[src/jtdk_pkg.sv]
// ----------------------------------------------------------------------------
// jtdk_pkg
// Shared types and constants for the joystick to direction key converter.
// ----------------------------------------------------------------------------
package jtdk_pkg;

    // sample and register widths
    localparam int SAMPLE_BITS = 10;
    localparam int MAG_W       = 10;
    localparam int DIAG_W      = 11;
    localparam int CFG_IDX_W   = 3;
    localparam int CFG_DATA_W  = 11;
    localparam int EV_MAX      = 4;
    localparam int CNT_W       = 3;

    // register reset values
    localparam logic [9:0]        CENTER_X_RST = 10'd783;
    localparam logic [9:0]        CENTER_Y_RST = 10'd748;
    localparam logic [MAG_W-1:0]  BASE_DZ_RST  = 10'd100;
    localparam logic [DIAG_W-1:0] DIAG_DZ_RST  = 11'd200;

    // direction key codes
    typedef enum logic [1:0] {
        KEY_UP    = 2'd0,
        KEY_DOWN  = 2'd1,
        KEY_LEFT  = 2'd2,
        KEY_RIGHT = 2'd3
    } t_key;

    // configuration register indexes
    typedef enum logic [CFG_IDX_W-1:0] {
        CFG_CENTER_X    = 3'd0,
        CFG_CENTER_Y    = 3'd1,
        CFG_BASE_DZ     = 3'd2,
        CFG_DIAG_DZ     = 3'd3,
        CFG_INVERT_X    = 3'd4,
        CFG_INVERT_Y    = 3'd5,
        CFG_MODE_ENABLE = 3'd6
    } t_cfg_idx;

    typedef struct packed {
        logic [9:0]        center_x;
        logic [9:0]        center_y;
        logic [MAG_W-1:0]  base_dz;
        logic [DIAG_W-1:0] diag_dz;
        logic              invert_x;
        logic              invert_y;
        logic              mode_enable;
    } t_cfg;

    // one classified axis: nz is set when the offset survives the deadzone
    typedef struct packed {
        logic              nz;
        logic              neg;
        logic [MAG_W-1:0]  mag;
    } t_axis;

    typedef struct packed {
        t_key key;
        logic is_press;
    } t_event;

    // all events caused by one sample, slot 0 first
    typedef struct packed {
        logic [CNT_W-1:0]        count;
        t_event [EV_MAX-1:0]     events;
    } t_batch;

endpackage

[src/jtdk_front.sv]
// ----------------------------------------------------------------------------
// jtdk_front
// Takes samples, forms deadzoned offsets, then classifies them against the
// held key flags and hands the resulting event batch to the queue.
// ----------------------------------------------------------------------------
module jtdk_front import jtdk_pkg::*; (
    input  logic                   i_clk,
    input  logic                   i_rst_n,
    input  t_cfg                   i_cfg,
    input  logic                   i_valid,
    output logic                   o_ready,
    input  logic [SAMPLE_BITS-1:0] i_sample_x,
    input  logic [SAMPLE_BITS-1:0] i_sample_y,
    output logic                   o_push,
    output t_batch                 o_batch,
    input  logic                   i_q_ready
);

    // offset magnitude, sign and deadzone test for one axis
    function automatic t_axis axis_of(input logic [SAMPLE_BITS-1:0] s,
                                      input logic [9:0]             c,
                                      input logic                   inv,
                                      input logic [MAG_W-1:0]       base);
        t_axis a;
        logic  ge;
        ge    = (s >= c);
        a.mag = ge ? (s - c) : (c - s);
        a.neg = inv ? (s > c) : !ge;
        a.nz  = (a.mag != '0) && !(a.mag < base);
        return a;
    endfunction

    logic              r_s1_valid;
    t_axis             r_x;
    t_axis             r_y;
    logic [3:0]        r_held;
    logic [3:0]        n_held;

    logic              adv;
    logic              need;
    logic              vert;
    logic [MAG_W-1:0]  ex;
    logic [MAG_W-1:0]  ey;
    t_axis             dom;
    t_axis             mnr;
    t_key              dom_pos;
    t_key              dom_neg;
    t_key              min_pos;
    t_key              min_neg;
    t_key              press_k;
    t_key              rel_k;
    t_key              min_k;
    logic              beyond;
    logic [CNT_W-1:0]  cnt;
    t_event [EV_MAX-1:0] ev;

    // stage 1: offsets
    always_ff @(posedge i_clk) begin
        if (!i_rst_n) begin
            r_s1_valid <= 1'b0;
        end else if (o_ready) begin
            r_s1_valid <= i_valid;
        end
        if (i_valid && o_ready) begin
            r_x <= axis_of(i_sample_x, i_cfg.center_x, i_cfg.invert_x, i_cfg.base_dz);
            r_y <= axis_of(i_sample_y, i_cfg.center_y, i_cfg.invert_y, i_cfg.base_dz);
        end
    end

    // stage 2: dominance and minor-axis selection
    always_comb begin
        ex   = r_x.nz ? r_x.mag : '0;
        ey   = r_y.nz ? r_y.mag : '0;
        vert = (ey >= ex);
        if (vert) begin
            dom     = r_y;
            mnr     = r_x;
            dom_pos = KEY_DOWN;
            dom_neg = KEY_UP;
            min_pos = KEY_RIGHT;
            min_neg = KEY_LEFT;
        end else begin
            dom     = r_x;
            mnr     = r_y;
            dom_pos = KEY_RIGHT;
            dom_neg = KEY_LEFT;
            min_pos = KEY_DOWN;
            min_neg = KEY_UP;
        end
        press_k = dom.neg ? dom_neg : dom_pos;
        rel_k   = dom.neg ? dom_pos : dom_neg;
        min_k   = mnr.neg ? min_neg : min_pos;
        beyond  = ({1'b0, mnr.mag} > i_cfg.diag_dz);
    end

    // stage 2: event list and next held flags
    always_comb begin
        n_held = r_held;
        cnt    = '0;
        ev     = '0;
        if (r_s1_valid && i_cfg.mode_enable) begin
            if (!r_x.nz && !r_y.nz) begin
                // neutral: release everything in fixed order
                ev[0]  = '{key: KEY_UP,    is_press: 1'b0};
                ev[1]  = '{key: KEY_DOWN,  is_press: 1'b0};
                ev[2]  = '{key: KEY_LEFT,  is_press: 1'b0};
                ev[3]  = '{key: KEY_RIGHT, is_press: 1'b0};
                cnt    = 3'd4;
                n_held = '0;
            end else begin
                if (!n_held[press_k]) begin
                    ev[cnt[1:0]]    = '{key: press_k, is_press: 1'b1};
                    cnt             = cnt + 3'd1;
                    n_held[press_k] = 1'b1;
                end
                if (n_held[rel_k]) begin
                    ev[cnt[1:0]]  = '{key: rel_k, is_press: 1'b0};
                    cnt           = cnt + 3'd1;
                    n_held[rel_k] = 1'b0;
                end
                if (mnr.nz) begin
                    if (beyond && !n_held[min_k]) begin
                        ev[cnt[1:0]]  = '{key: min_k, is_press: 1'b1};
                        cnt           = cnt + 3'd1;
                        n_held[min_k] = 1'b1;
                    end else if (!beyond && n_held[min_k]) begin
                        ev[cnt[1:0]]  = '{key: min_k, is_press: 1'b0};
                        cnt           = cnt + 3'd1;
                        n_held[min_k] = 1'b0;
                    end
                end
            end
        end
    end

    // handshake toward the queue; empty batches retire without a slot
    assign need    = (cnt != '0);
    assign adv     = r_s1_valid && (!need || i_q_ready);
    assign o_push  = r_s1_valid && need && i_q_ready;
    assign o_batch = '{count: cnt, events: ev};
    assign o_ready = !r_s1_valid || adv;

    // held key flags
    always_ff @(posedge i_clk) begin
        if (!i_rst_n) begin
            r_held <= '0;
        end else if (adv) begin
            r_held <= n_held;
        end
    end

endmodule

[src/jtdk_queue.sv]
// ----------------------------------------------------------------------------
// jtdk_queue
// Two-entry FIFO of event batches between the classifier and the serializer.
// ----------------------------------------------------------------------------
module jtdk_queue import jtdk_pkg::*; (
    input  logic   i_clk,
    input  logic   i_rst_n,
    input  logic   i_push,
    input  t_batch i_data,
    output logic   o_ready,
    output logic   o_valid,
    output t_batch o_data,
    input  logic   i_pop
);

    t_batch     r_mem [2];
    logic       r_wr_ptr;
    logic       r_rd_ptr;
    logic [1:0] r_count;

    assign o_ready = (r_count != 2'd2);
    assign o_valid = (r_count != 2'd0);
    assign o_data  = r_mem[r_rd_ptr];

    // storage
    always_ff @(posedge i_clk) begin
        if (i_push) begin
            r_mem[r_wr_ptr] <= i_data;
        end
    end

    // pointers and fill level
    always_ff @(posedge i_clk) begin
        if (!i_rst_n) begin
            r_wr_ptr <= 1'b0;
            r_rd_ptr <= 1'b0;
            r_count  <= 2'd0;
        end else begin
            if (i_push) begin
                r_wr_ptr <= !r_wr_ptr;
            end
            if (i_pop) begin
                r_rd_ptr <= !r_rd_ptr;
            end
            unique case ({i_push, i_pop})
                2'b10:   r_count <= r_count + 2'd1;
                2'b01:   r_count <= r_count - 2'd1;
                default: r_count <= r_count;
            endcase
        end
    end

endmodule

[src/jtdk_back.sv]
// ----------------------------------------------------------------------------
// jtdk_back
// Serializes the head batch into single key events, one per cycle while the
// master port accepts them, through a registered output stage.
// ----------------------------------------------------------------------------
module jtdk_back import jtdk_pkg::*; (
    input  logic   i_clk,
    input  logic   i_rst_n,
    input  logic   i_valid,
    input  t_batch i_batch,
    output logic   o_pop,
    output logic   o_tvalid,
    input  logic   i_tready,
    output t_key   o_key,
    output logic   o_is_press,
    output logic   o_last
);

    logic       r_out_valid;
    t_key       r_key;
    logic       r_press;
    logic       r_last;
    logic [1:0] r_idx;
    logic [1:0] n_idx;
    logic       load;
    logic       is_last;
    t_event     cur;

    // output slot is free when empty or being taken
    assign load    = !r_out_valid || i_tready;
    assign cur     = i_batch.events[r_idx];
    assign is_last = ({1'b0, r_idx} == (i_batch.count - 3'd1));
    assign o_pop   = load && i_valid && is_last;
    assign n_idx   = is_last ? 2'd0 : (r_idx + 2'd1);

    // event index within the head batch
    always_ff @(posedge i_clk) begin
        if (!i_rst_n) begin
            r_idx       <= 2'd0;
            r_out_valid <= 1'b0;
        end else if (load) begin
            r_out_valid <= i_valid;
            if (i_valid) begin
                r_idx <= n_idx;
            end
        end
    end

    // output payload
    always_ff @(posedge i_clk) begin
        if (load && i_valid) begin
            r_key   <= cur.key;
            r_press <= cur.is_press;
            r_last  <= is_last;
        end
    end

    assign o_tvalid   = r_out_valid;
    assign o_key      = r_key;
    assign o_is_press = r_press;
    assign o_last     = r_last;

endmodule

[src/joystick_to_direction_keys_top.sv]
// ----------------------------------------------------------------------------
// joystick_to_direction_keys_top
// Turns analog stick samples into press/release events for four direction keys.
// ----------------------------------------------------------------------------
// A sample pair is accepted whenever the offset stage is empty or its batch
// can leave it, which for a non-empty batch needs room in the two-entry event
// queue; it produces zero to four key events, which leave the master port one
// per cycle while it is ready (four for a neutral stick, at most three
// otherwise). The output serializer sets the sustained rate. A sample's first
// event passes the offset register, the event queue and the output register,
// in that order, before it is valid on the master port. Samples taken while
// mode_enable is low produce nothing. Registers are written through the cfg
// channel, which is always ready.
module joystick_to_direction_keys_top import jtdk_pkg::*; (
    input  logic                  i_clk,
    input  logic                  i_rst_n,
    // configuration write channel
    input  logic                  i_cfg_valid,
    output logic                  o_cfg_ready,
    input  logic [CFG_IDX_W-1:0]  i_cfg_index,
    input  logic [CFG_DATA_W-1:0] i_cfg_data,
    // sample input
    input  logic                  i_s_axis_tvalid,
    output logic                  o_s_axis_tready,
    input  logic [23:0]           i_s_axis_tdata,  // [9:0] sample_x, [19:10] sample_y
    // key event output
    output logic                  o_m_axis_tvalid,
    input  logic                  i_m_axis_tready,
    output logic [7:0]            o_m_axis_tdata,  // [1:0] key_id, [2] is_press
    output logic                  o_m_axis_tlast   // last_event
);

    t_cfg   r_cfg;
    logic   q_push;
    logic   q_ready;
    logic   q_valid;
    logic   q_pop;
    t_batch front_batch;
    t_batch q_batch;
    t_key   out_key;
    logic   out_press;

    // configuration registers
    assign o_cfg_ready = 1'b1;

    always_ff @(posedge i_clk) begin
        if (!i_rst_n) begin
            r_cfg.center_x    <= CENTER_X_RST;
            r_cfg.center_y    <= CENTER_Y_RST;
            r_cfg.base_dz     <= BASE_DZ_RST;
            r_cfg.diag_dz     <= DIAG_DZ_RST;
            r_cfg.invert_x    <= 1'b0;
            r_cfg.invert_y    <= 1'b1;
            r_cfg.mode_enable <= 1'b1;
        end else if (i_cfg_valid && o_cfg_ready) begin
            case (i_cfg_index)
                CFG_CENTER_X:    r_cfg.center_x    <= i_cfg_data[9:0];
                CFG_CENTER_Y:    r_cfg.center_y    <= i_cfg_data[9:0];
                CFG_BASE_DZ:     r_cfg.base_dz     <= i_cfg_data[MAG_W-1:0];
                CFG_DIAG_DZ:     r_cfg.diag_dz     <= i_cfg_data[DIAG_W-1:0];
                CFG_INVERT_X:    r_cfg.invert_x    <= i_cfg_data[0];
                CFG_INVERT_Y:    r_cfg.invert_y    <= i_cfg_data[0];
                CFG_MODE_ENABLE: r_cfg.mode_enable <= i_cfg_data[0];
                default:         r_cfg             <= r_cfg;
            endcase
        end
    end

    // classifier
    jtdk_front u_front (
        .i_clk      (i_clk),
        .i_rst_n    (i_rst_n),
        .i_cfg      (r_cfg),
        .i_valid    (i_s_axis_tvalid),
        .o_ready    (o_s_axis_tready),
        .i_sample_x (i_s_axis_tdata[9:0]),
        .i_sample_y (i_s_axis_tdata[19:10]),
        .o_push     (q_push),
        .o_batch    (front_batch),
        .i_q_ready  (q_ready)
    );

    // batch queue
    jtdk_queue u_queue (
        .i_clk   (i_clk),
        .i_rst_n (i_rst_n),
        .i_push  (q_push),
        .i_data  (front_batch),
        .o_ready (q_ready),
        .o_valid (q_valid),
        .o_data  (q_batch),
        .i_pop   (q_pop)
    );

    // event serializer
    jtdk_back u_back (
        .i_clk      (i_clk),
        .i_rst_n    (i_rst_n),
        .i_valid    (q_valid),
        .i_batch    (q_batch),
        .o_pop      (q_pop),
        .o_tvalid   (o_m_axis_tvalid),
        .i_tready   (i_m_axis_tready),
        .o_key      (out_key),
        .o_is_press (out_press),
        .o_last     (o_m_axis_tlast)
    );

    assign o_m_axis_tdata = {5'd0, out_press, out_key};

    // batches only come from an enabled block
    a_push_enabled: assert property (@(posedge i_clk) disable iff (!i_rst_n)
        q_push |-> r_cfg.mode_enable)
        else $error("event batch queued while mode disabled");

    // every queued batch carries one to four events
    a_push_count: assert property (@(posedge i_clk) disable iff (!i_rst_n)
        q_push |-> (front_batch.count != 3'd0) && (front_batch.count <= 3'd4))
        else $error("queued batch has bad event count");

    // a four-event batch is the neutral release sweep
    a_four_releases: assert property (@(posedge i_clk) disable iff (!i_rst_n)
        (q_push && (front_batch.count == 3'd4)) |->
            (!front_batch.events[0].is_press && !front_batch.events[1].is_press &&
             !front_batch.events[2].is_press && !front_batch.events[3].is_press))
        else $error("four-event batch contains a press");

    // rest of a batch follows right after a non-final event is taken
    a_batch_continues: assert property (@(posedge i_clk) disable iff (!i_rst_n)
        (o_m_axis_tvalid && i_m_axis_tready && !o_m_axis_tlast) |=> o_m_axis_tvalid)
        else $error("gap inside an event batch");

endmodule

[config.mk]
export PLATFORM = sky130hd
export DESIGN_NAME = joystick_to_direction_keys_top
export DESIGN_NICKNAME = d
export VERILOG_FILES = /design/src/jtdk_pkg.sv /design/src/jtdk_front.sv /design/src/jtdk_queue.sv /design/src/jtdk_back.sv /design/src/joystick_to_direction_keys_top.sv
export SDC_FILE = /design/constraint.sdc
export NUM_CORES = 1
export LEC_CHECK = 0
export ABC_AREA = 0
export BUFFER_PORTS_ARGS = -buffer_cell sky130_fd_sc_hd__buf_2
export CORE_ASPECT_RATIO = 1.25
export CORE_UTILIZATION = 55
export CTS_CLUSTER_DIAMETER = 150
export CTS_CLUSTER_SIZE = 16
export DETAILED_ROUTE_END_ITERATION = 8
export GPL_TIMING_DRIVEN = 0
export PLACE_DENSITY = 0.74
export SLEW_MARGIN = 0
export SYNTH_ARGS = -nofsm -noshare
export SYNTH_HDL_FRONTEND = slang
export SYNTH_SLANG_ARGS = --single-unit
[constraint.sdc]
create_clock -name i_clk -period 9.65 [get_ports i_clk]
set_clock_uncertainty 0.05 [all_clocks]
set_input_delay 1.4475 -clock i_clk [delete_from_list [all_inputs] [get_ports i_clk]]
set_output_delay 1.4475 -clock i_clk [all_outputs]
set_load 0.05 [all_outputs]
==> results_dict.tcl <==
set metrics [dict create \
    ys_warn_count 0 \
    intPower_mw 1.21 \
    netlist_area_um2 7730 \
    clk_pin_slew_ns 0.05 \
    max_cap_violations 0 \
    fin_area_um2 8770 \
    cts.path.max_buffers 2 \
    grt_pass1_wl_mm 29.2 \
    dp_hpwl_mm 13.9 \
    clockRootBuffer "clkbuf_16" \
    worst-setup-path-type "flop to output port" \
    power.total_mw 1.85 \
    synth_edf_count 58 \
    start_kind "flop" \
    r2r-end "u_front.r_x[10]$_DFFE_PP_" \
    cts_tree "yes" \
    vias_per_cell 5.75 \
    ir_drop_uv 111 \
    hp-class "flop to flop" \
    synth-main-ff-cell "edfxtp_1" \
    ios 55 \
    synth_largest_area_cell "edfxtp_1" \
    placed_area_um2 8190 \
    cts_buffers 17 \
    dp.cells 1059 \
    yosysMostFrequentCell "nand2_1" \
    fin_tns_setup_ns 0 \
    synth_common_cells "nand2_1, ha_1, inv_1" \
    holdBufCountCts 0 \
    ff2ff_setup_slack_ns 2.63 \
    min_period_over_period_pct 83.2 \
    yosysTopAreaCellShare_pct 22.5 \
    n_antenna_cell 0 \
    clock.fmax_mhz 125 \
    critPathCaptureType "output port" \
    drive_above_1_share_pct 14.1 \
    ys_types 71 \
    wire_per_inst_um 16.5 \
    start_util_pct 56.2 \
    min_from "r_cfg[5]$_SDFFE_PN0P_" \
    hold_viol 0 \
    synth.area.top_cells "edfxtp_1, dfxtp_1, ha_1" \
    core-area_um2 13800 \
    synth.avg_cell_area_um2 9.25 \
    drtIter0Drc 366 \
    multiInputGateArea_um2 4370 \
    antenna_found_initial 0 \
    ant_nets 0 \
    crit_required_ns 8.15 \
    htree_levels 4 \
    route.detailed.drc 0 \
    slew_headroom_pct 19.6 \
    switching_share_pct 34.5 \
    seqCellArea_um2 2880 \
    area_growth_pct 13.4 \
    p_leak_nw 3.71 \
    cts_setup_buffers 0 \
    ys_seq_area_share_pct 37.3 \
    synth-async-reset-ratio_pct 0 \
    clock-sinks 115 \
    ff2ff_path_depth 21 \
    crit_path_max_fanout 10 \
    cts_resized 0 \
    clkPwrFrac_pct 33.3 \
    rsz0062_at_grt "false" \
    fin_crit_ns 8.03 \
    slew_viol_final 0 \
    hold_end "r_cfg[5]$_SDFFE_PN0P_" \
    pwr-share-seq_pct 32.8 \
    worst_pin_slew_ns 1.20 \
    combPwrFrac_pct 33.9 \
    grt_start_max_net_pins 25 \
    arrival_ns 6.53 \
    holdPathStages 2 \
    core.rowCount 48 \
    die_h_um 135 \
    io_buffers 44 \
    via_count 6272 \
    nFillCells 1133 \
    wl_mm 18.0 \
    powerDensity_nw_per_um2 211 \
    grt_overflow_total 0 \
    dr.pass1.iters 5 \
    synthesis.instances 836 \
    dieArea_um2 14500 \
    ys_ff_latch 115 \
    clock_latency_ns 0.41 \
    grt_pass1_vias 5927 \
    track_usage_pct 26.3 \
    power.switching_mw 0.639 \
    outcome "complete, no violations" \
    die_x_um 108 \
    final_core_util_pct 63.7 \
    fin_cells 1091 \
    final_nets 1033 \
    place_congestion 0.915 \
    setup_viol 0 \
    rr_startpoint "u_front.r_y[11]$_DFFE_PP_" \
]
## worst max-delay path, cell delays in order, from the launching register on
cell and delay, ns:
edfxtp_1 0.32, clkbuf_1 0.35, clkbuf_1 0.33, nand2_1 0.11
ha_1 0.29, nand2b_1 0.09, a21oi_1 0.06, o21ai_0 0.15
a31oi_1 0.17, nor2_1 0.56, clkbuf_1 0.55, mux2_2 0.42
ha_1 0.30, a21o_1 0.19, a21o_1 0.19, a211oi_2 0.29
o211ai_1 0.18, a211oi_1 0.36, a32oi_1 0.24, mux2i_1 0.25
nand4_1 0.35, buf_2 0.35
## cell usage in the layout, fill, tap and decap left out, types with 17 or more instances in the layout
cell and n:
nand2_1 105, ha_1 83, inv_1 79, a21oi_1 62, edfxtp_1 58, dfxtp_1 57, nor2_1 50, buf_2 46
o21ai_0 31, clkbuf_1 29, mux2i_1 23, o211ai_1 21, mux2_2 20, nand3_1 18, clkbuf_16 17
## worst max path at each step
| stage | from | endpoint | slack, ns |
|---|---|---|---|
| floorplan | u_front.r_y[11]$_DFFE_PP_ | o_s_axis_tready | 3.19 |
| global placement | u_front.r_y[11]$_DFFE_PP_ | o_s_axis_tready | 2.03 |
| detailed placement | u_front.r_x[11]$_DFFE_PP_ | o_s_axis_tready | 2.10 |
| CTS | u_front.r_y[11]$_DFFE_PP_ | o_s_axis_tready | 1.63 |
| global route | u_front.r_y[11]$_DFFE_PP_ | o_s_axis_tready | 1.04 |
| finish | u_front.r_y[11]$_DFFE_PP_ | o_s_axis_tready | 1.62 |
## sequential cells by signal, indices dropped and copies added (netlist names), 2 cells and up, named ones only
signal / count
u_front.r_held: 4
u_back.o_key: 2
r_cfg: 44
u_queue.r_mem: 30
u_back.r_idx: 2
u_front.r_x: 12
u_queue.r_count: 2
u_front.r_y: 12
## power by group through the flow
stage,registers (mW),clock network (mW),logic (mW)
5_1_grt,0.611,0.642,0.701
4_1_cts,0.606,0.619,0.627
3_3_place_gp,0.613,0,0.609
2_1_floorplan,0.628,0,0.459
3_5_place_dp,0.616,0,0.619
6_report,0.606,0.616,0.628
## area by class of cell
class	count	area share (%)
sequential	115	32.9
clock inverter	15	1.76
tap	175	2.50
buffer	41	2.26
inverter	80	3.43
multi-input combinational	604	49.8
clock buffer	17	4.85
timing repair buffer	44	2.51
## routing by layer
layer | vias up | global-route usage [%] | share of wire (%)
met2 | 192 | 47.8 | 52
met1 | 2932 | 29.5 | 40
met5 | - | 0 | 0
met4 | 0 | 11.6 | 3.8
li1 | 3100 | - | -
met3 | 48 | 4.68 | 3.8
## metrics by stage
step	setup WS (ns)	hold WS (ns)
2_1_floorplan	3.19	0.385
3_3_place_gp	2.03	0.392
3_5_place_dp	2.10	0.398
4_1_cts	1.63	0.404
5_1_grt	1.04	0.423
6_report	1.62	0.407
## logic make-up after synthesis
| logic type | synth area share [%] |
|---|---|
| adders and majority gates | 14.5 |
| AOI/OAI and AO/OA | 16.5 |
| other | 0.0971 |
| DFF | 37.3 |
| xor gates and xnor gates | 2.49 |
| buffers and inverters | 6.44 |
| and+or+nand+nor | 14.9 |
| muxes | 7.83 |
No activity file was read; power rests on OpenSTA's default activity.
